**src/rtl/i2cmrt_pkg.sv**
```systemverilog
// shared types and constants for the i2c register transfer master
package i2cmrt_pkg;

   localparam int MAX_BYTES_DEF = 16;

   typedef enum logic [1:0] {
      OP_TICK  = 2'd0,
      OP_WRITE = 2'd1,
      OP_READ  = 2'd2,
      OP_LOAD  = 2'd3
   } op_type;

   typedef enum logic [1:0] {
      CSR_HALF    = 2'd0,
      CSR_GUARD   = 2'd1,
      CSR_RSETUP  = 2'd2,
      CSR_TIMEOUT = 2'd3
   } csr_idx_type;

   typedef enum logic [1:0] {
      ST_OK       = 2'd0,
      ST_NACK_DEV = 2'd1,
      ST_NACK_REG = 2'd2,
      ST_NACK_DAT = 2'd3
   } status_type;

   typedef enum logic [4:0] {
      PH_IDLE, PH_ST1, PH_ST2, PH_ST3, PH_ST4, PH_TX0, PH_TX1, PH_TX2,
      PH_AK1, PH_AK2, PH_AK3, PH_AK4, PH_SP1, PH_SP2, PH_SP3, PH_SP4,
      PH_RX0, PH_RX1, PH_RX2, PH_RX3, PH_RX4, PH_RX5, PH_FIN
   } phase_type;

   typedef enum logic [2:0] {
      SG_DEV, SG_REG, SG_DATA, SG_MID, SG_RDEV, SG_RDATA, SG_END
   } stage_type;

   typedef struct packed {
      logic [1:0] op;
      logic [7:0] dev_addr;
      logic [7:0] reg_addr;
      logic [4:0] byte_count;
      logic [7:0] write_byte;
      logic       sda_in;
   } req_type;

   typedef struct packed {
      logic       scl_out;
      logic       sda_out;
      logic       sda_drive;
      logic [7:0] read_byte;
      logic [3:0] read_index;
      logic       read_valid;
      logic       busy_res;
      logic       done_res;
      logic [1:0] status;
   } rsp_type;

   // timing registers handed to the engine
   typedef struct packed {
      logic [15:0] half_phase_ticks;
      logic [15:0] guard_ticks;
      logic [15:0] read_setup_ticks;
      logic [13:0] ack_timeout;
   } csr_type;

endpackage

```
**src/rtl/i2cmrt_queue.sv**
```systemverilog
// two-entry item queue between front and engine
module i2cmrt_queue import i2cmrt_pkg::*; (
   input  logic    clock,
   input  logic    reset,
   input  logic    in_valid,
   output logic    in_ready,
   input  req_type in_item,
   output logic    out_valid,
   input  logic    out_ready,
   output req_type out_item
);
   req_type    mem_ff [2];
   logic       wp_ff, wp_in, rp_ff, rp_in;
   logic [1:0] cnt_ff, cnt_in;
   logic       push, pop;

   assign in_ready  = (cnt_ff != 2'd2);
   assign out_valid = (cnt_ff != 2'd0);
   assign out_item  = mem_ff[rp_ff];
   assign push = in_valid && in_ready;
   assign pop  = out_valid && out_ready;

   // pointers and fill count
   always_comb begin
      wp_in  = push ? ~wp_ff : wp_ff;
      rp_in  = pop ? ~rp_ff : rp_ff;
      cnt_in = cnt_ff + {1'b0, push} - {1'b0, pop};
   end

   always_ff @(posedge clock) begin
      if (reset) begin
         wp_ff  <= 1'b0;
         rp_ff  <= 1'b0;
         cnt_ff <= 2'd0;
      end else begin
         wp_ff  <= wp_in;
         rp_ff  <= rp_in;
         cnt_ff <= cnt_in;
      end
   end

   // storage
   always_ff @(posedge clock) begin
      if (push) begin
         mem_ff[wp_ff] <= in_item;
      end
   end

   assert property (@(posedge clock) disable iff (reset) cnt_ff != 2'd3)
      else $error("queue count overflow");
   assert property (@(posedge clock) disable iff (reset)
      (pop && !push) |=> (cnt_ff == $past(cnt_ff) - 2'd1))
      else $error("queue count lost on pop");
   assert property (@(posedge clock) disable iff (reset)
      (push && !pop) |=> (cnt_ff == $past(cnt_ff) + 2'd1))
      else $error("queue count lost on push");
endmodule

```
**src/rtl/i2cmrt_front.sv**
```systemverilog
// input stage: registers items and saturates the byte count
module i2cmrt_front import i2cmrt_pkg::*; #(
   parameter int MAX_BYTES = MAX_BYTES_DEF
) (
   input  logic    clock,
   input  logic    reset,
   input  logic    req_valid,
   output logic    req_ready,
   input  req_type req_item,
   output logic    out_valid,
   input  logic    out_ready,
   output req_type out_item
);
   localparam logic [4:0] CAP = 5'(MAX_BYTES > 16 ? 16 : MAX_BYTES);
   logic    v_ff, v_in;
   req_type it_ff;
   req_type fixed;

   // classify: clamp count
   always_comb begin
      fixed = req_item;
      if (req_item.byte_count > CAP) begin
         fixed.byte_count = CAP;
      end
   end

   assign req_ready = !v_ff || out_ready;
   assign out_valid = v_ff;
   assign out_item  = it_ff;
   assign v_in = (req_valid && req_ready) || (v_ff && !out_ready);

   always_ff @(posedge clock) begin
      if (reset) begin
         v_ff <= 1'b0;
      end else begin
         v_ff <= v_in;
      end
   end

   always_ff @(posedge clock) begin
      if (req_valid && req_ready) begin
         it_ff <= fixed;
      end
   end

   assert property (@(posedge clock) disable iff (reset)
      (v_ff && !out_ready) |=> (v_ff && $stable(it_ff)))
      else $error("front stage dropped item");
   assert property (@(posedge clock) disable iff (reset)
      v_ff |-> (it_ff.byte_count <= CAP))
      else $error("front count not clamped");
   assert property (@(posedge clock) disable iff (reset)
      (req_valid && req_ready) |=> v_ff)
      else $error("front lost accepted item");
endmodule

```
**src/rtl/i2cmrt_engine.sv**
```systemverilog
// bus engine: phase sequencer, counters, byte store and output register
module i2cmrt_engine import i2cmrt_pkg::*; #(
   parameter int MAX_BYTES = MAX_BYTES_DEF
) (
   input  logic    clock,
   input  logic    reset,
   input  csr_type csr,
   input  logic    in_valid,
   output logic    in_ready,
   input  req_type in_item,
   output logic    rsp_valid,
   input  logic    rsp_ready,
   output rsp_type rsp_item
);
   localparam int          SW = (MAX_BYTES > 1) ? $clog2(MAX_BYTES) : 1;
   localparam logic [4:0] CAP = 5'(MAX_BYTES > 16 ? 16 : MAX_BYTES);

   phase_type   ph_ff, ph_in;
   stage_type   sg_ff, sg_in;
   logic [3:0]  bc_ff, bc_in;
   logic [7:0]  sh_ff, sh_in;
   logic [4:0]  bi_ff, bi_in;
   logic [15:0] wc_ff, wc_in;
   logic [13:0] pc_ff, pc_in;
   logic [4:0]  lc_ff, lc_in;
   logic [1:0]  ss_ff, ss_in;
   logic [7:0]  dev_ff, dev_in, reg_ff, reg_in;
   logic        rd_ff, rd_in, ak_ff, ak_in;
   logic        scl_ff, scl_in, sda_ff, sda_in_r, drv_ff, drv_in;
   logic [7:0]  store_ff [MAX_BYTES];
   logic        ov_ff, ov_in;
   rsp_type     o_ff, o_in;
   logic        take, st_we;
   logic [SW-1:0] st_wa;
   logic [7:0]  nxt_byte;
   logic [13:0] tmo, pinc;
   logic [4:0]  bdec;

   assign in_ready  = !ov_ff || rsp_ready;
   assign take      = in_valid && in_ready;
   assign rsp_valid = ov_ff;
   assign rsp_item  = o_ff;
   assign tmo  = (csr.ack_timeout == 14'd0) ? 14'd1 : csr.ack_timeout;
   assign pinc = pc_ff + 14'd1;

   // next data byte: entry at index byte_index-1 after optional decrement
   always_comb begin
      bdec = bi_ff - 5'd1;
      if (ph_ff == PH_AK4 && sg_ff == SG_DATA && bi_ff > 5'd0) begin
         bdec = bi_ff - 5'd2;
      end
      nxt_byte = store_ff[SW'(bdec)];
   end

   // phase sequencer
   always_comb begin
      ph_in = ph_ff; sg_in = sg_ff; bc_in = bc_ff; sh_in = sh_ff; bi_in = bi_ff;
      wc_in = wc_ff; pc_in = pc_ff; lc_in = lc_ff; ss_in = ss_ff;
      dev_in = dev_ff; reg_in = reg_ff; rd_in = rd_ff; ak_in = ak_ff;
      scl_in = scl_ff; sda_in_r = sda_ff; drv_in = drv_ff;
      st_we = 1'b0; st_wa = SW'(lc_ff);
      o_in = '0;
      if (take) begin
         if (in_item.op == OP_TICK) begin
            if (ph_ff != PH_IDLE) begin
               if (wc_ff != 16'd0) begin
                  wc_in = wc_ff - 16'd1;
               end else begin
                  unique case (ph_ff)
                     PH_ST1: begin
                        sda_in_r = 1'b1; drv_in = 1'b1;
                        wc_in = csr.half_phase_ticks; ph_in = PH_ST2;
                     end
                     PH_ST2: begin
                        scl_in = 1'b1; wc_in = csr.half_phase_ticks; ph_in = PH_ST3;
                     end
                     PH_ST3: begin
                        sda_in_r = 1'b0; wc_in = csr.half_phase_ticks; ph_in = PH_ST4;
                     end
                     PH_ST4: begin
                        scl_in = 1'b0; wc_in = csr.guard_ticks; ph_in = PH_TX0;
                        if (sg_ff == SG_RDEV) begin
                           sh_in = dev_ff | 8'h01;
                        end else begin
                           sh_in = dev_ff; sg_in = SG_DEV;
                        end
                     end
                     PH_TX0: begin
                        scl_in = 1'b0; bc_in = 4'd0;
                        wc_in = csr.half_phase_ticks; ph_in = PH_TX1;
                     end
                     PH_TX1: begin
                        scl_in = 1'b0; drv_in = 1'b1; sda_in_r = sh_ff[7];
                        sh_in = {sh_ff[6:0], 1'b0};
                        wc_in = csr.half_phase_ticks; ph_in = PH_TX2;
                     end
                     PH_TX2: begin
                        scl_in = 1'b1; wc_in = csr.half_phase_ticks;
                        bc_in = bc_ff + 4'd1;
                        ph_in = (bc_ff + 4'd1 < 4'd8) ? PH_TX1 : PH_AK1;
                     end
                     PH_AK1: begin
                        scl_in = 1'b0; drv_in = 1'b0;
                        wc_in = csr.half_phase_ticks; ph_in = PH_AK2;
                     end
                     PH_AK2: begin
                        scl_in = 1'b1; pc_in = 14'd0; wc_in = 16'd0; ph_in = PH_AK3;
                     end
                     PH_AK3: begin
                        if (!in_item.sda_in) begin
                           ak_in = 1'b1; wc_in = 16'd1; ph_in = PH_AK4;
                        end else begin
                           pc_in = pinc;
                           if (pinc >= tmo) begin
                              ak_in = 1'b0; wc_in = 16'd1; ph_in = PH_AK4;
                           end
                        end
                     end
                     PH_AK4: begin
                        scl_in = 1'b0; drv_in = 1'b1; sda_in_r = 1'b0;
                        wc_in = csr.guard_ticks;
                        unique case (sg_ff)
                           SG_DEV: begin
                              if (ak_ff) begin
                                 sh_in = reg_ff; sg_in = SG_REG; ph_in = PH_TX0;
                              end else begin
                                 ss_in = ST_NACK_DEV; sg_in = SG_END; ph_in = PH_SP1;
                              end
                           end
                           SG_REG: begin
                              if (!ak_ff) begin
                                 ss_in = ST_NACK_REG; sg_in = SG_END; ph_in = PH_SP1;
                              end else if (rd_ff) begin
                                 sg_in = SG_MID; ph_in = PH_SP1;
                              end else if (bi_ff > 5'd0) begin
                                 sh_in = nxt_byte; sg_in = SG_DATA; ph_in = PH_TX0;
                              end else begin
                                 sg_in = SG_END; ph_in = PH_SP1;
                              end
                           end
                           SG_DATA: begin
                              if (!ak_ff) begin
                                 ss_in = ST_NACK_DAT; sg_in = SG_END; ph_in = PH_SP1;
                              end else begin
                                 if (bi_ff > 5'd0) bi_in = bi_ff - 5'd1;
                                 if (bi_ff > 5'd1) begin
                                    sh_in = nxt_byte; ph_in = PH_TX0;
                                 end else begin
                                    sg_in = SG_END; ph_in = PH_SP1;
                                 end
                              end
                           end
                           default: begin
                              if (bi_ff > 5'd0) begin
                                 sg_in = SG_RDATA; ph_in = PH_RX0;
                              end else begin
                                 sg_in = SG_END; ph_in = PH_SP1;
                              end
                           end
                        endcase
                     end
                     PH_SP1: begin
                        scl_in = 1'b0; sda_in_r = 1'b0; drv_in = 1'b1;
                        wc_in = csr.half_phase_ticks; ph_in = PH_SP2;
                     end
                     PH_SP2: begin
                        scl_in = 1'b1; wc_in = csr.half_phase_ticks; ph_in = PH_SP3;
                     end
                     PH_SP3: begin
                        sda_in_r = 1'b1; wc_in = csr.half_phase_ticks; ph_in = PH_SP4;
                     end
                     PH_SP4: begin
                        wc_in = csr.guard_ticks;
                        if (sg_ff == SG_MID) begin
                           sg_in = SG_RDEV; ph_in = PH_ST1;
                        end else begin
                           ph_in = PH_FIN;
                        end
                     end
                     PH_RX0: begin
                        drv_in = 1'b0; sda_in_r = 1'b1; scl_in = 1'b0;
                        bc_in = 4'd0; sh_in = 8'd0;
                        wc_in = csr.read_setup_ticks; ph_in = PH_RX1;
                     end
                     PH_RX1: begin
                        scl_in = 1'b1; wc_in = csr.half_phase_ticks; ph_in = PH_RX2;
                     end
                     PH_RX2: begin
                        sh_in = {sh_ff[6:0], in_item.sda_in};
                        scl_in = 1'b0; wc_in = csr.half_phase_ticks;
                        bc_in = bc_ff + 4'd1;
                        ph_in = (bc_ff + 4'd1 < 4'd8) ? PH_RX1 : PH_RX3;
                     end
                     PH_RX3: begin
                        o_in.read_valid = 1'b1; o_in.read_byte = sh_ff;
                        o_in.read_index = 4'(bi_ff - 5'd1);
                        scl_in = 1'b0; drv_in = 1'b1;
                        sda_in_r = (bi_ff <= 5'd1);
                        wc_in = csr.half_phase_ticks; ph_in = PH_RX4;
                     end
                     PH_RX4: begin
                        scl_in = 1'b1; wc_in = csr.half_phase_ticks; ph_in = PH_RX5;
                     end
                     PH_RX5: begin
                        scl_in = 1'b0; wc_in = csr.guard_ticks;
                        if (bi_ff > 5'd0) bi_in = bi_ff - 5'd1;
                        if (bi_ff > 5'd1) begin
                           ph_in = PH_RX0;
                        end else begin
                           sg_in = SG_END; ph_in = PH_SP1;
                        end
                     end
                     PH_FIN: begin
                        o_in.done_res = 1'b1; ph_in = PH_IDLE;
                     end
                     default: ph_in = PH_IDLE;
                  endcase
               end
            end
         end else if (ph_ff == PH_IDLE) begin
            if (in_item.op == OP_LOAD) begin
               if (lc_ff < CAP) begin
                  st_we = 1'b1; lc_in = lc_ff + 5'd1;
               end
            end else begin
               rd_in = (in_item.op == OP_READ);
               dev_in = in_item.dev_addr; reg_in = in_item.reg_addr;
               bi_in = in_item.byte_count; ss_in = ST_OK; sg_in = SG_DEV;
               wc_in = 16'd0; ph_in = PH_ST1;
               if (in_item.op == OP_WRITE) lc_in = 5'd0;
            end
         end
         o_in.scl_out = scl_in; o_in.sda_out = sda_in_r; o_in.sda_drive = drv_in;
         o_in.busy_res = (ph_in != PH_IDLE); o_in.status = ss_in;
      end
      ov_in = take || (ov_ff && !rsp_ready);
   end

   always_ff @(posedge clock) begin
      if (reset) begin
         ph_ff <= PH_IDLE; sg_ff <= SG_END; bc_ff <= '0; sh_ff <= '0; bi_ff <= '0;
         wc_ff <= '0; pc_ff <= '0; lc_ff <= '0; ss_ff <= '0;
         dev_ff <= '0; reg_ff <= '0; rd_ff <= 1'b0; ak_ff <= 1'b0;
         scl_ff <= 1'b1; sda_ff <= 1'b1; drv_ff <= 1'b1; ov_ff <= 1'b0;
      end else begin
         ph_ff <= ph_in; sg_ff <= sg_in; bc_ff <= bc_in; sh_ff <= sh_in; bi_ff <= bi_in;
         wc_ff <= wc_in; pc_ff <= pc_in; lc_ff <= lc_in; ss_ff <= ss_in;
         dev_ff <= dev_in; reg_ff <= reg_in; rd_ff <= rd_in; ak_ff <= ak_in;
         scl_ff <= scl_in; sda_ff <= sda_in_r; drv_ff <= drv_in; ov_ff <= ov_in;
      end
   end

   // result register and byte store
   always_ff @(posedge clock) begin
      if (take) o_ff <= o_in;
      if (st_we) store_ff[st_wa] <= in_item.write_byte;
   end

   assert property (@(posedge clock) disable iff (reset) lc_ff <= CAP)
      else $error("load count past store depth");
   assert property (@(posedge clock) disable iff (reset)
      (ov_ff && !rsp_ready) |=> $stable(o_ff))
      else $error("result changed while stalled");
   assert property (@(posedge clock) disable iff (reset)
      (ph_ff == PH_AK3) |-> (scl_ff && !drv_ff))
      else $error("acknowledge polled without scl high and sda released");
   assert property (@(posedge clock) disable iff (reset)
      (ph_ff == PH_RX1 || ph_ff == PH_RX2) |-> !drv_ff)
      else $error("driving sda while receiving");
endmodule

```
**src/rtl/i2c_master_register_transfer.sv**
```systemverilog
// top level of the i2c register transfer master
//  channel | ports                         | role
//  req     | req_valid/req_ready/req_item  | one tick or command per item
//  rsp     | rsp_valid/rsp_ready/rsp_item  | pin levels and status per item
//  csr     | csr_we/csr_index/csr_wdata    | timing register writes
// one item per cycle sustained while rsp_ready is high; each item passes a
// front register, a two-entry queue and the engine's result register.
// synchronous reset idles the bus with scl and sda high and driven.
// a stalled rsp side fills the result register, then the queue, then front.
module i2c_master_register_transfer import i2cmrt_pkg::*; #(
   parameter int MAX_BYTES = MAX_BYTES_DEF
) (
   input  logic        clock,
   input  logic        reset,
   input  logic        req_valid,
   output logic        req_ready,
   input  req_type     req_item,
   output logic        rsp_valid,
   input  logic        rsp_ready,
   output rsp_type     rsp_item,
   input  logic        csr_we,
   input  logic [1:0]  csr_index,
   input  logic [15:0] csr_wdata
);
   csr_type csr_ff, csr_in;
   logic    f_valid, f_ready, q_valid, q_ready;
   req_type f_item, q_item;

   // timing registers
   always_comb begin
      csr_in = csr_ff;
      if (csr_we) begin
         unique case (csr_idx_type'(csr_index))
            CSR_HALF:    csr_in.half_phase_ticks = csr_wdata;
            CSR_GUARD:   csr_in.guard_ticks = csr_wdata;
            CSR_RSETUP:  csr_in.read_setup_ticks = csr_wdata;
            CSR_TIMEOUT: csr_in.ack_timeout = csr_wdata[13:0];
            default:     csr_in = csr_ff;
         endcase
      end
   end

   always_ff @(posedge clock) begin
      if (reset) begin
         csr_ff <= '{16'd5, 16'd500, 16'd30, 14'd10000};
      end else begin
         csr_ff <= csr_in;
      end
   end

   i2cmrt_front #(.MAX_BYTES(MAX_BYTES)) u_front (
      .clock, .reset, .req_valid, .req_ready, .req_item,
      .out_valid(f_valid), .out_ready(f_ready), .out_item(f_item)
   );

   i2cmrt_queue u_queue (
      .clock, .reset, .in_valid(f_valid), .in_ready(f_ready), .in_item(f_item),
      .out_valid(q_valid), .out_ready(q_ready), .out_item(q_item)
   );

   i2cmrt_engine #(.MAX_BYTES(MAX_BYTES)) u_engine (
      .clock, .reset, .csr(csr_ff), .in_valid(q_valid), .in_ready(q_ready),
      .in_item(q_item), .rsp_valid, .rsp_ready, .rsp_item
   );
endmodule
```
**config.mk**
```make
export PLATFORM = sky130hd
export DESIGN_NAME = i2c_master_register_transfer
export DESIGN_NICKNAME = d
export VERILOG_FILES = /design/src/rtl/i2cmrt_pkg.sv /design/src/rtl/i2cmrt_queue.sv /design/src/rtl/i2cmrt_front.sv /design/src/rtl/i2cmrt_engine.sv /design/src/rtl/i2c_master_register_transfer.sv
export SDC_FILE = /design/constraint.sdc
export NUM_CORES = 1
export LEC_CHECK = 0
export ABC_AREA = 0
export ABC_CLOCK_PERIOD_IN_PS = 3880
export BUFFER_PORTS_ARGS = -buffer_cell sky130_fd_sc_hd__buf_2
export CAP_MARGIN = 20
export CORE_AREA = 2 2 187 189
export CTS_CLUSTER_DIAMETER = 100
export CTS_CLUSTER_SIZE = 24
export DETAILED_ROUTE_END_ITERATION = 7
export DIE_AREA = 0 0 189 191
export GPL_ROUTABILITY_DRIVEN = 0
export PLACE_DENSITY = 0.76
export SETUP_SLACK_MARGIN = 0.1
export SYNTH_ARGS = -nofsm -noshare
export SYNTH_HDL_FRONTEND = slang
export SYNTH_HIERARCHICAL = 1
export SYNTH_SLANG_ARGS = --single-unit
```
**constraint.sdc**
```tcl
create_clock -name clock -period 3.88 [get_ports clock]
set_clock_uncertainty 0.15 [all_clocks]
set_input_delay 0.194 -clock clock [delete_from_list [all_inputs] [get_ports clock]]
set_output_delay 0.194 -clock clock [all_outputs]
set_load 0.02 [all_outputs]
```
* Word level (Yosys, flattened, before mapping)
Memory sizes are Yosys's and may differ from the RTL's. A register that Yosys moved wholly into a read port is not among the register bits.
Cells that the tools add are included.
W data, S select, Z words.
** Storage, ports and cells
- Bits of input ports :: 55
- Memory bits (writable) :: 192
- Memories kept :: 2
- Word-level logic and storage cells :: 280
- Register bits :: 203
** Cells by class
- Magnitude comparators :: 7
- Reductions and logical operators :: 54
- Eq/ne operators :: 54
- Muxes and demuxes :: 108
- Bitwise gates (word level) :: 7
- Add/sub/neg operators :: 8
** Memory list
- u_engine.store_ff :: words 16, bits a word 8, rd ports 1, clocked after Yosys merged registers in 0, wr ports 1, line i2cmrt_engine.sv:30 : logic [7:0] store_ff [MAX_BYTES];
- u_queue.mem_ff :: words 2, bits a word 32, rd ports 1, clocked after Yosys merged registers in 1, wr ports 1, line i2cmrt_queue.sv:12 : req_type mem_ff [2];
** Operators with widths (number)
- $mux W5 :: 25
- $mux W16 :: 7
- $pmux W5 S21 :: 1
- $pmux W16 S5 :: 1
- $mux W8 :: 6
- $eq A5 B4 Y1 const B :: 8
- $pmux W8 S5 :: 1
- $mux W3 :: 13
- $eq A5 B5 Y1 const B :: 7
- $mux W14 :: 2
- $pmux W14 S2 :: 1
- $mux W1 :: 25
- $pmux W8 S3 :: 1
- $mux W2 :: 11
- $eq A5 B3 Y1 const B :: 4
- $mux W4 :: 5
- $ne A3 B3 Y1 const B :: 6
- $reduce_and A6 Y1 :: 3
- $reduce_and A8 Y1 :: 2
- $reduce_bool A16 Y1 :: 1
- $sub A16 B1 Y16 const B :: 1
- $ne A3 B2 Y1 const B :: 5
- $pmux W5 S3 :: 1
- $reduce_bool A5 Y1 :: 3
- other kinds (53) :: 98

* Depth between registers and ports, before layout
Gate-level depths: netlist of the first run.
- Word-level depth :: 11
- Depth in mapped cells :: 15
- Depth with buffers taken out :: 13

* Cells and area by module
Netlist of the first run, hierarchy kept.
** Modules (own cells, without submodules)
- i2cmrt_engine :: times used 1, area each 12693.4 um2, sequential area each 6125.9 um2, cells each 1316
- i2cmrt_queue :: times used 1, area each 2677.6 um2, sequential area each 2021.9 um2, cells each 124
- i2c_master_register_transfer :: times used 1, area each 2506.2 um2, sequential area each 1241.2 um2, cells each 240
- i2cmrt_front :: times used 1, area each 1044.8 um2, sequential area each 980.9 um2, cells each 42

* Worst setup path after synthesis of the first run
No wires, ideal clock.
- Path type :: register to register
- From :: reg u_engine.pc_ff[0]
- To :: reg u_engine.o_ff, in the netlist u_engine/rsp_item[3], data pin
- Cell stages (with the launch flop) :: 15
- Required time :: 3464 ps
- Clock period less this slack :: 3672 ps
- Arrival :: 3256 ps
- Buffers on the path :: 1
- Setup time :: 266 ps
- Slack :: 208 ps
- Cells stage by stage :: dfxtp_1 -> ha_1 -> and3_1 -> clkbuf_1 -> and3_1 -> nand3_1 -> xnor2_1 -> ha_1 -> and2_0 -> a221o_1 -> a21oi_1 -> o21ai_0 -> a221o_1 -> a41oi_1 -> or3b_1
** RTL lines
- start: declaration :: line i2cmrt_engine.sv:24 : logic [13:0] pc_ff, pc_in;
- start signal: assignment :: line i2cmrt_engine.sv:247 : wc_ff <= wc_in; pc_ff <= pc_in; lc_ff <= lc_in; ss_ff <= ss_in;
- end signal: assignment :: line i2cmrt_engine.sv:255 : if (take) o_ff <= o_in;
- end: declaration :: line i2cmrt_engine.sv:32 : rsp_type o_ff, o_in;

==> summary.txt, run 1 <==
outcome = finished clean
Final Setup Violations = 0
Leakage = 7.74 nW
initial antenna violation count = 1
Worst EP required = 4.04 ns
Die Height = 191 um
crit end category = register
Yosys Warn Count = 6
Core Area = 0.0341 mm2
share of the synthesized area in the top cell type = 38.7%
filler cell count = 2606
net switching power figure = 4.67 mW
Post-Place Worst Slack = 0.117 ns
number of global-route vias before repair = 13300
Fin Setup TNS = 0 ns
die footprint = 0.0361 mm2
Max-Slew Margin vs Limit = 31.1%
Cell variety after synth = 102
NumNets Final = 1910
VDD IR-drop max = 0.000495 V
crit path kind = reg2reg
sequential fraction of the synthesis area = 54.8%
hpwl dp = 31.0 mm
Pint = 7.80 mW
Synth Flop Type = edfxtp_1
Remaining DRCs = 0
Final Slew Violations = 0
I/O Pins = 77
worst hold path class = in2reg
Port Buffers = 76
Slew @ Worst Pin = 1.02 ns
largest net degree at the start of global routing = 68
drt pass-1 iters = 6
Sw Share = 37.5%
pwr/cell area = 593 mW/mm2
Mapped Nets = 1808
number of CTS-inserted buffers = 20
crit-path max FO = 5
Hold Violations, Final = 0
max-cap check violation count = 0
via count = 14000
number of synthesized flops with an enable pin = 244
root buf cell = clkbuf_16
layout cells sized above 1 = 13.5%
Final WS setup = 0.229 ns
Via-to-Cell Ratio = 6.12
post-route cell area = 0.0210 mm2
H-tree Lvls = 1
TritonCTS clock tree = built
GR Util All Layers = 25.1%
clock buffer depth = 3
CP Data Arrival Time = 3.81 ns
R2R setup slack = 0.23 ns
sequential share of power = 41.7%
Multi-input gate area = 0.00797 mm2
drt total wl = 46.0 mm
routed wire length per instance = 20.1 um
1st-iter DRT viols = 1549
Clock Power Share = 18.5%
Detail Route Antenna Nets = 0
Fmax = 0.274 GHz
Placed Area = 0.0199 mm2
Syn Inst Count = 1722
DIE WIDTH = 189 um
initial core utilization = 55.5%
RSZ-0062 raised after global routing = no
Post-CTS Setup Bufs = 0
total congestion overflow = 0
row count = 68
Post-Syn Area = 0.0189 mm2
first-pass GRT wire length = 71.9 mm
Synth area leader = edfxtp_1
post-layout minimum cycle time = 3.65 ns
Layout area overhead = 11.1%
flip-flop and latch area = 0.0104 mm2
Avg Cell Area, Syn = 11.0 um2
Worst setup SP type = register
final period utilization = 94.1%
combinational power share = 39.8%
Clock Pin Slew Worst Setup and Hold Paths = 0.11 ns
Synth area leaders = edfxtp_1, dfxtp_1, mux2i_1
asr flop ratio synth = 0%
FF+latch count, synth = 396
fin util = 61.6%
clk sink count = 396
overall power = 12.5 mW
Worst-Skew Late Latency = 0.55 ns
metrics by stage:
stage	std cells	hold WS [ns]
floorplan	1722	0.106
global placement	2207	0.220
detailed placement	2207	0.222
CTS	2293	0.0293
global route	2293	0.0613
finish	2295	0.0497
Yosys cell counts, drive strengths merged (15+ instances only):
master and count:
a211oi 31, a21oi 111, a31oi 15, and2 19, buf 29, clkbuf 81
dfxtp 152, edfxtp 244, ha 31, inv 37, mux2 41, mux2i 125
nand2 168, nand2b 76, nand3 33, nand4 15, nor2 128, nor2b 34
nor3 37, nor4 17, o21ai 52, o22ai 15
layout make-up:
class                           instances  share of cell area [%]
Antenna cell                            2                  0.0238
Timing Repair Buffer                  190                    6.55
Multi-Input combinational cell       1179                    37.9
Inverter                               37                   0.660
Tap cell                              455                    2.71
Clock buffer                           34                    2.68
Clock inverter                          2                   0.131
Sequential cell                       396                    49.3
worst paths after layout:
path                       start                    to  cells after the start
max            u_engine/pc_ff[1]  u_engine/rsp_item[3]                     13
min                        reset     u_queue/cnt_ff[1]                      2
max reg2reg    u_engine/pc_ff[1]  u_engine/rsp_item[3]                     13
min reg2reg  u_front/out_item[2]  u_queue/mem_ff[0][2]                      0
flip-flops by register name, indices dropped and copies added, names as in the netlist, 14 cells and up, named ones only:
register	count
u_engine/store_ff	128
u_queue/mem_ff	64
csr_ff	62
u_front/out_item	32
u_engine/rsp_item	20
u_engine/wc_ff	16
u_engine/pc_ff	14
logic make-up after synthesis:
| logic type | after synthesis | synth area share, % |
|---|---|---|
| xor gates and xnor gates | 26 | 1.20 |
| and+or+nand+nor | 601 | 16.3 |
| AOI/OAI and AO/OA | 355 | 12.7 |
| DFF | 396 | 54.8 |
| muxes | 166 | 9.67 |
| adders and majority gates | 31 | 2.05 |
| buffers and inverters | 147 | 3.30 |
what timing repair did:
item                       4_1_cts  5_1_grt
hold buffers                    50        0
resized for setup                0        6
hold endpoints to repair        96        0
setup endpoints to repair        0        1
metal layers:
layer  GRT usage, %  routed length, um
met5              0                  8
met4           6.91               1100
met3           3.07               3400
met2           40.9              21500
met1           35.6              20000
power groups by stage:
stage	clock network [mW]	registers (mW)	logic (mW)
after global placement	0	5.28	4.67
after global routing	2.50	5.24	5.37
after CTS	2.35	5.20	4.85
after floorplan	0	5.29	3.38
after detailed placement	0	5.29	4.78
final	2.31	5.20	4.96
placed cells by master, fill, tap and decap left out, types with 8 or more instances in the layout:
cell type	n
a211oi_1	31
a21oi_1	110
a221oi_1	12
a22o_1	13
a22oi_1	13
a31oi_1	15
a32o_1	12
and2_1	17
and3_1	14
buf_2	75
buf_4	64
clkbuf_1	13
clkbuf_16	20
dfxtp_1	148
dlygate4sd3_1	50
edfxtp_1	244
ha_1	30
inv_1	36
mux2_2	8
mux2_4	31
mux2i_1	125
nand2_1	167
nand2b_1	74
nand3_1	32
nand3b_1	10
nand4_1	15
nor2_1	127
nor2b_1	34
nor3_1	35
nor4_1	17
o21ai_0	50
o22ai_1	15
o32ai_1	9
xnor2_1	12
xor2_1	12
worst max-delay path, stage by stage, from the launching register on:
cell and delay, ns:
dfxtp_1 0.37, and3_1 0.19, and3_1 0.17, and2_1 0.22
nand2_1 0.13, xnor2_1 0.16, ha_1 0.32, a21o_1 0.18
a221o_1 0.32, a21oi_1 0.18, o21ai_1 0.13, a221o_1 0.36
a41oi_2 0.19, or3b_1 0.35
No activity file was read; power rests on OpenSTA's default activity.
==> run 2, diff against run 1 <==
- ABC_AREA: 0 -> 1
- CORE_AREA: 2 2 187 189 -> 2 2 185 187
- DIE_AREA: 0 0 189 191 -> 0 0 187 189
==> run 2 against run 1 <==
Maximum frequency is 5.1% higher. Critical path depth increased by 7. Register-to-register slack better by 0.18 ns. Routed wire length is 5.9% lower. Die area fell by 2.1%. Clock-buffer cell count down 2. Setup slack gained 0.18 ns. Largest power group unchanged.
==> summary.txt, run 2 <==
number of global-route vias before repair = 13600 (+2.3%)
Slew @ Worst Pin = 0.994 ns (-0.0244 ns)
share of the synthesized area in the top cell type = 39.8% (+1.1 points)
hpwl dp = 29.5 mm (-4.7%)
R2R setup slack = 0.41 ns (+0.18 ns)
TritonCTS clock tree = built
RSZ-0062 raised after global routing = no
Port Buffers = 76 (unchanged)
Largest register FFs = 128 (unchanged)
Regs by FF count = u_engine/store_ff x128, u_queue/mem_ff x64, csr_ff x62
Detail Route Antenna Nets = 0 (unchanged)
die footprint = 0.0353 mm2 (-2.1%)
placed cells = 2477 (+12%)
drt pass-1 iters = 6 (unchanged)
sequential fraction of the synthesis area = 56.3% (+1.5 points)
H-tree Lvls = 1 (unchanged)
number of synthesized flops with an enable pin = 244 (unchanged)
commonest non-fill, non-tap cell in the layout = nand2_1
Core Area = 0.0333 mm2 (-2.5%)
CP Data Arrival Time = 3.61 ns (-0.20 ns)
Yosys Warn Count = 6 (unchanged)
Cell variety after synth = 58 (-43%)
Final Slew Violations = 0 (unchanged)
Remaining DRCs = 0 (unchanged)
Non-Filler Instances = 2571 (+12%)
crit-path max FO = 5 (unchanged)
total congestion overflow = 0 (unchanged)
antenna cell count = 0 (-2)
Fin Setup TNS = 0 ns (unchanged)
root buf cell = clkbuf_16
Synth area leader = edfxtp_1
pwr/cell area = 638 mW/mm2 (+7.5%)
via count = 14300 (+1.8%)
crit end category = register
Avg Cell Area, Syn = 9.25 um2 (-16%)
Hold Violations, Final = 0 (unchanged)
Syn Inst Count = 1992 (+16%)
crit path kind = reg2reg
row count = 67 (-1.5%)
clk sink count = 396 (unchanged)
max-cap check violation count = 0 (unchanged)
FF+latch count, synth = 396 (unchanged)
Via-to-Cell Ratio = 5.56 (-9.1%)
asr flop ratio synth = 0% (unchanged)
Worst setup SP type = register
NumNets Final = 2197 (+15%)
Clock Pin Slew Worst Setup and Hold Paths = 0.10 ns (about the same)
drt total wl = 43.3 mm (-5.9%)
1st-iter DRT viols = 1570 (+1.4%)
Post-Syn Area = 0.0184 mm2 (-2.7%)
most frequent cells in the layout = nand2_1, edfxtp_1, nand3_1
R2R Path Start = u_engine/pc_ff[0]
first-pass GRT wire length = 69.7 mm (-3.0%)
Synth area leaders = edfxtp_1, dfxtp_1, nand2_1
Die Height = 189 um (-1.0%)
post-layout minimum cycle time = 3.47 ns (-0.176 ns)
Commonest cells post-synth = nand2_1, edfxtp_1, nand3_1, nor2_1, inv_1
worst hold path class = in2reg
DIE WIDTH = 187 um (-1.1%)
largest reg by FF count = u_engine/store_ff
Final Setup Violations = 0 (unchanged)
cells on worst reg2reg path = 20 (+7)
Worst Hold Path EP = u_engine/wc_ff[13]
VDD IR-drop max = 0.000422 V (-15%)
hold depth = 4 (+2)
initial core utilization = 55.3% (-0.11 points)
number of CTS-inserted buffers = 20 (unchanged)
Fmax = 0.288 GHz (+5.1%)
outcome = finished clean
layout cells sized above 1 = 11.7% (-1.9 points)
Max-Slew Margin vs Limit = 33.6% (+2.5 points)
Synth Flop Type = edfxtp_1
Leakage = 8.48 nW (+9.6%)
initial antenna violation count = 0 (-1)
final period utilization = 89.6% (-4.5 points)
I/O Pins = 77 (unchanged)
final hold slack = 0.0579 ns (+0.00822 ns)
Post-CTS Setup Bufs = 0 (unchanged)
clock buffer depth = 3 (unchanged)
largest net degree at the start of global routing = 63 (-7.4%)
Mapped Nets = 2078 (+15%)
Worst EP required = 4.02 ns (-0.02 ns)
routed wire length per instance = 16.9 um (-16%)
most common cell in the netlist = nand2_1
hold path startpoint = reset
GR Util All Layers = 24.3% (-0.84 points)
Layout area overhead = 11.2% (about the same)
worst reg2reg endpoint = u_engine/rsp_item[3]
Worst-Skew Late Latency = 0.54 ns (about the same)
==> run 2: power breakdown <==
group | internal [mW] | switching [mW]
clock | 0.988 | 1.28
sequential | 5.10 | 0.310
combinational | 1.76 | 3.63
==> run 2: logic make-up after synthesis <==
logic type	share of synthesized area, %
xor gates and xnor gates	1.24
and+or+nand+nor	22.6
AOI/OAI and AO/OA	8.29
adders and majority gates	2.11
DFF	56.3
buffers and inverters	6.95
muxes	2.57
==> run 2: worst max-delay path by stage <==
stage | startpoint | endpoint | slack [ns] | cells past startpoint
detailed placement | u_engine/pc_ff[2] | u_engine/wc_ff[1] | 0.29 | 20
floorplan | u_engine/pc_ff[2] | u_engine/rsp_item[3] | 0.71 | 20
global placement | u_engine/pc_ff[2] | u_engine/rsp_item[3] | 0.46 | 20
CTS | u_engine/pc_ff[2] | u_engine/wc_ff[1] | 0.24 | 20
global route | u_engine/pc_ff[0] | u_engine/rsp_item[3] | 0.07 | 20
finish | u_engine/pc_ff[0] | u_engine/rsp_item[3] | 0.41 | 20
==> run 2: timing repair <==
action                                  4_1_cts  5_1_grt
hold buffers                                 56        0
hold endpoints to repair                     98        0
endpoints found under the setup margin        0       18
gates resized for setup                       0        6
==> run 2: layout make-up <==
cell class | count | area [um2]
clock inverter | 2 | 32.5
inverter | 223 | 838
multi-input combinational | 1296 | 6810
fill | 2742 | 12800
timing repair buffer | 174 | 1330
sequential | 396 | 10400
tap | 448 | 561
clock buffer | 32 | 546
==> run 2: per-layer routing <==
layer | wire length (um) | up-vias | track usage, %
met4 | 1300 | 0 | 7.75
met2 | 20900 | 603 | 42.0
met1 | 18000 | 6664 | 32.0
met5 | 0 | - | 0
met3 | 3230 | 101 | 2.98
li1 | - | 6933 | -
==> run 2: critical path: stages, from the launching register on <==
cell	delay, ns
dfxtp_1	0.41
ha_1	0.24
nand4_1	0.16
nor2_2	0.17
nand3_1	0.13
nor2_1	0.17
nand3_1	0.11
xnor2_1	0.24
ha_1	0.28
nand2_1	0.07
inv_1	0.04
nand3_1	0.10
inv_1	0.05
a21oi_1	0.13
nand3_1	0.12
o21ai_1	0.21
nand3_1	0.08
o21ai_0	0.15
nand2_1	0.07
nand2_1	0.08
nand4_1	0.09
==> run 2: metrics by stage <==
stage          power [mW]  utilization (%)  setup slack [ns]  instance area (um2)
6_report             13.1             61.5             0.405                20500
2_1_floorplan        9.20                -             0.713                18400
4_1_cts              13.0             61.3             0.239                20400
3_3_place_gp         10.5             57.8             0.464                19200
3_5_place_dp         10.7             57.9             0.290                19300
5_1_grt              13.8             61.5            0.0708                20500
==> run 3, diff against run 2 <==
- CELL_PAD_IN_SITES_DETAIL_PLACEMENT: default -> 1
- CELL_PAD_IN_SITES_GLOBAL_PLACEMENT: default -> 1
- CORE_AREA: 2 2 185 187 -> 2 2 207 209
- DIE_AREA: 0 0 187 189 -> 0 0 209 211
- PLACE_DENSITY: 0.76 -> default
- PLACE_DENSITY_LB_ADDON: default -> 0.1
- SYNTH_HIERARCHICAL: 1 -> default
==> run 3 against run 2 <==
Clock-buffer cell count decreased by 3. Die area increased by 25%. Sequential share of layout area increased by 1.0 points. Combinational power increased by 13%. Critical path depth decreased by 7. Critical path type unchanged. Critical endpoint is now u_engine.bi_ff[3].
==> summary.txt, run 3 <==
VDD IR-drop max = 0.000439 V (+4.0%)
Port Buffers = 76 (unchanged)
root buf cell = clkbuf_16
worst reg2reg endpoint = u_engine.bi_ff[3]
number of global-route vias before repair = 14200 (+4.4%)
Top Usage Layer GRT = met1
1st-iter DRT viols = 921 (-41%)
Fin Setup TNS = 0 ns (unchanged)
hold path startpoint = csr_we
Cell variety after synth = 59 (+1.7%)
number of CTS-inserted buffers = 20 (unchanged)
asr flop ratio synth = 0% (unchanged)
Worst Hold Path EP = csr_ff[10]
met1 GRT Util = 36.0% (+4.0 points)
hpwl dp = 35.4 mm (+20%)
crit-path max FO = 11 (+6)
Final Setup Violations = 0 (unchanged)
Max-Slew Margin vs Limit = 46.0% (+12 points)
GRT met3 Usage = 2.42% (-0.56 points)
Worst-Skew Late Latency = 0.55 ns (about the same)
Slew @ Worst Pin = 0.809 ns (-0.186 ns)
Syn Inst Count = 1942 (-2.5%)
fin util = 48.1% (-13 points)
post-layout minimum cycle time = 3.49 ns (+0.0181 ns)
Leakage = 7.93 nW (-6.5%)
Via-to-Cell Ratio = 5.39 (-3.1%)
via count = 14000 (-1.8%)
first-pass GRT wire length = 80.7 mm (+16%)
sequential fraction of the synthesis area = 58.0% (+1.7 points)
max-cap check violation count = 0 (unchanged)
outcome = finished clean
share of the synthesized area in the top cell type = 41.0% (+1.2 points)
most common cell in the netlist = nand2_1
Remaining DRCs = 0 (unchanged)
Multi-input gate area = 0.00640 mm2 (-6.0%)
total congestion overflow = 0 (unchanged)
layout cells sized above 1 = 9.48% (-2.2 points)
hold depth = 4 (unchanged)
Commonest cells post-synth = nand2_1, edfxtp_1, nand3_1, nor2_1, inv_1
drt total wl = 51.4 mm (+19%)
crit end category = register
H-tree Lvls = 1 (unchanged)
Largest register FFs = 128 (unchanged)
pwr/cell area = 695 mW/mm2 (+9.0%)
Worst EP required = 4.15 ns (+0.13 ns)
Worst setup SP type = register
Yosys Warn Count = 0 (-6)
die footprint = 0.0441 mm2 (+25%)
Synth area leader = edfxtp_1
overall power = 14.0 mW (+6.8%)
clock buffer depth = 3 (unchanged)
CP Data Arrival Time = 3.76 ns (+0.15 ns)
Layout area overhead = 12.3%
initial core utilization = 42.8% (-13 points)
Regs by FF count = u_engine.store_ff x128, u_queue.mem_ff x64, csr_ff x62
largest net degree at the start of global routing = 74 (+17%)
flip-flop and latch area = 0.0104 mm2 (unchanged)
Post-Syn Area = 0.0179 mm2 (-3.0%)
Non-Filler Instances = 2606 (+1.4%)
R2R setup slack = 0.39 ns (-0.02 ns)
Post-CTS Setup Bufs = 0 (unchanged)
worst hold path class = in2reg
Hold Violations, Final = 0 (unchanged)
most frequent cells in the layout = nand2_1, edfxtp_1, nand3_1
I/O Pins = 77 (unchanged)
antenna cell count = 0 (unchanged)
Avg Cell Area, Syn = 9.20 um2 (-0.48%)
routed wire length per instance = 19.7 um (+17%)
Synth area leaders = edfxtp_1, dfxtp_1, nand2_1
RSZ-0062 raised after global routing = yes
initial antenna violation count = 0 (unchanged)
Clock Pin Slew Worst Setup and Hold Paths = 0.10 ns (about the same)
Die Height = 211 um (+12%)
Fmax = 0.286 GHz (-0.52%)
Mapped Nets = 2033 (-2.2%)
commonest non-fill, non-tap cell in the layout = nand2_1
row count = 75 (+12%)
TritonCTS clock tree = built
final period utilization = 90.0% (+0.47 points)
DIE WIDTH = 209 um (+12%)
Synth Flop Type = edfxtp_1
placed cells = 2515 (+1.5%)
drt pass-1 iters = 5 (-1)
cells on worst reg2reg path = 13 (-35%)
post-route cell area = 0.0201 mm2 (-2.0%)
largest reg by FF count = u_engine.store_ff
GR Util All Layers = 23.3% (-0.91 points)
number of synthesized flops with an enable pin = 244 (unchanged)
Detail Route Antenna Nets = 0 (unchanged)
crit path kind = reg2reg
Core Area = 0.0418 mm2 (+25%)
Final Slew Violations = 0 (unchanged)
FF+latch count, synth = 396 (unchanged)
grt met2 use = 35.6% (-6.4 points)
clk sink count = 396 (unchanged)
filler cell count = 4765 (+74%)
Placed Area = 0.0189 mm2 (-1.8%)
NumNets Final = 2146 (-2.3%)
==> run 3: routing by layer <==
metal	up-vias	routed length, um
li1	6786	-
met1	6928	26000
met2	282	22400
met3	51	2110
met4	0	930
met5	-	0
==> run 3: per-stage QoR <==
stage | setup slack [ns] | hold slack, ns
finish | 0.387 | 0.0594
global route | 0.0925 | 0.0713
CTS | 0.250 | 0.0252
detailed placement | 0.289 | 0.223
global placement | 0.376 | 0.220
floorplan | 0.369 | 0.143
==> run 3: worst max-delay path by stage <==
stage | from | cells past startpoint | end | slack (ns)
6_report | register | 13 | u_engine.bi_ff[3] | 0.39
5_1_grt | u_engine.pc_ff[0] | 20 | u_engine.rsp_item[3] | 0.09
4_1_cts | u_engine.pc_ff[0] | 19 | u_engine.rsp_item[3] | 0.25
3_5_place_dp | u_engine.pc_ff[0] | 19 | u_engine.rsp_item[3] | 0.29
3_3_place_gp | u_engine.pc_ff[0] | 19 | u_engine.rsp_item[3] | 0.38
2_1_floorplan | register | 14 | u_engine.lc_ff[2] | 0.37
==> run 3: final cells by class <==
class	count	area share, %
flip-flops and latches	396	51.7
well taps	539	3.36
clock inverters	5	0.299
repair buffers	176	6.63
clock buffers	29	2.66
multi-input cells	1275	31.9
inverters	186	3.48
==> run 3: critical path, stage by stage, from the launching register on <==
cell and delay, ns:
dfxtp_1 0.34, inv_1 0.11, or2_2 0.29, o21ai_0 0.16
ha_1 0.44, inv_1 0.35, buf_4 0.27, ha_1 0.17
nor2_1 0.08, o21ai_0 0.10, nor3_1 0.46, inv_1 0.21
nor2_1 0.18, a211oi_1 0.06
==> run 3: power breakdown <==
part	leakage [nW]	internal, mW	switching (mW)	total [mW]
Sequential	3.49	5.15	0.320	5.47
Combinational	4.15	1.71	4.39	6.10
Clock	0.286	1.04	1.34	2.39
==> run 3: kinds of logic (layout without fill, tap and decap cells) <==
logic type	after synthesis	after routing	share of synthesized area [%]
simple gates	880	880	21.4
flops	396	396	58.0
compound gates	331	331	10.3
buf+inv	271	396	6.22
fa+ha+maj	36	36	2.52
xor+xnor	27	27	1.43
mux	1	1	0.0560
==> run 3: what timing repair did <==
action	in CTS	in global routing
setup endpoints to repair	0	13
hold endpoints to repair	97	0
hold buffers	57	0
gates resized for setup	0	3
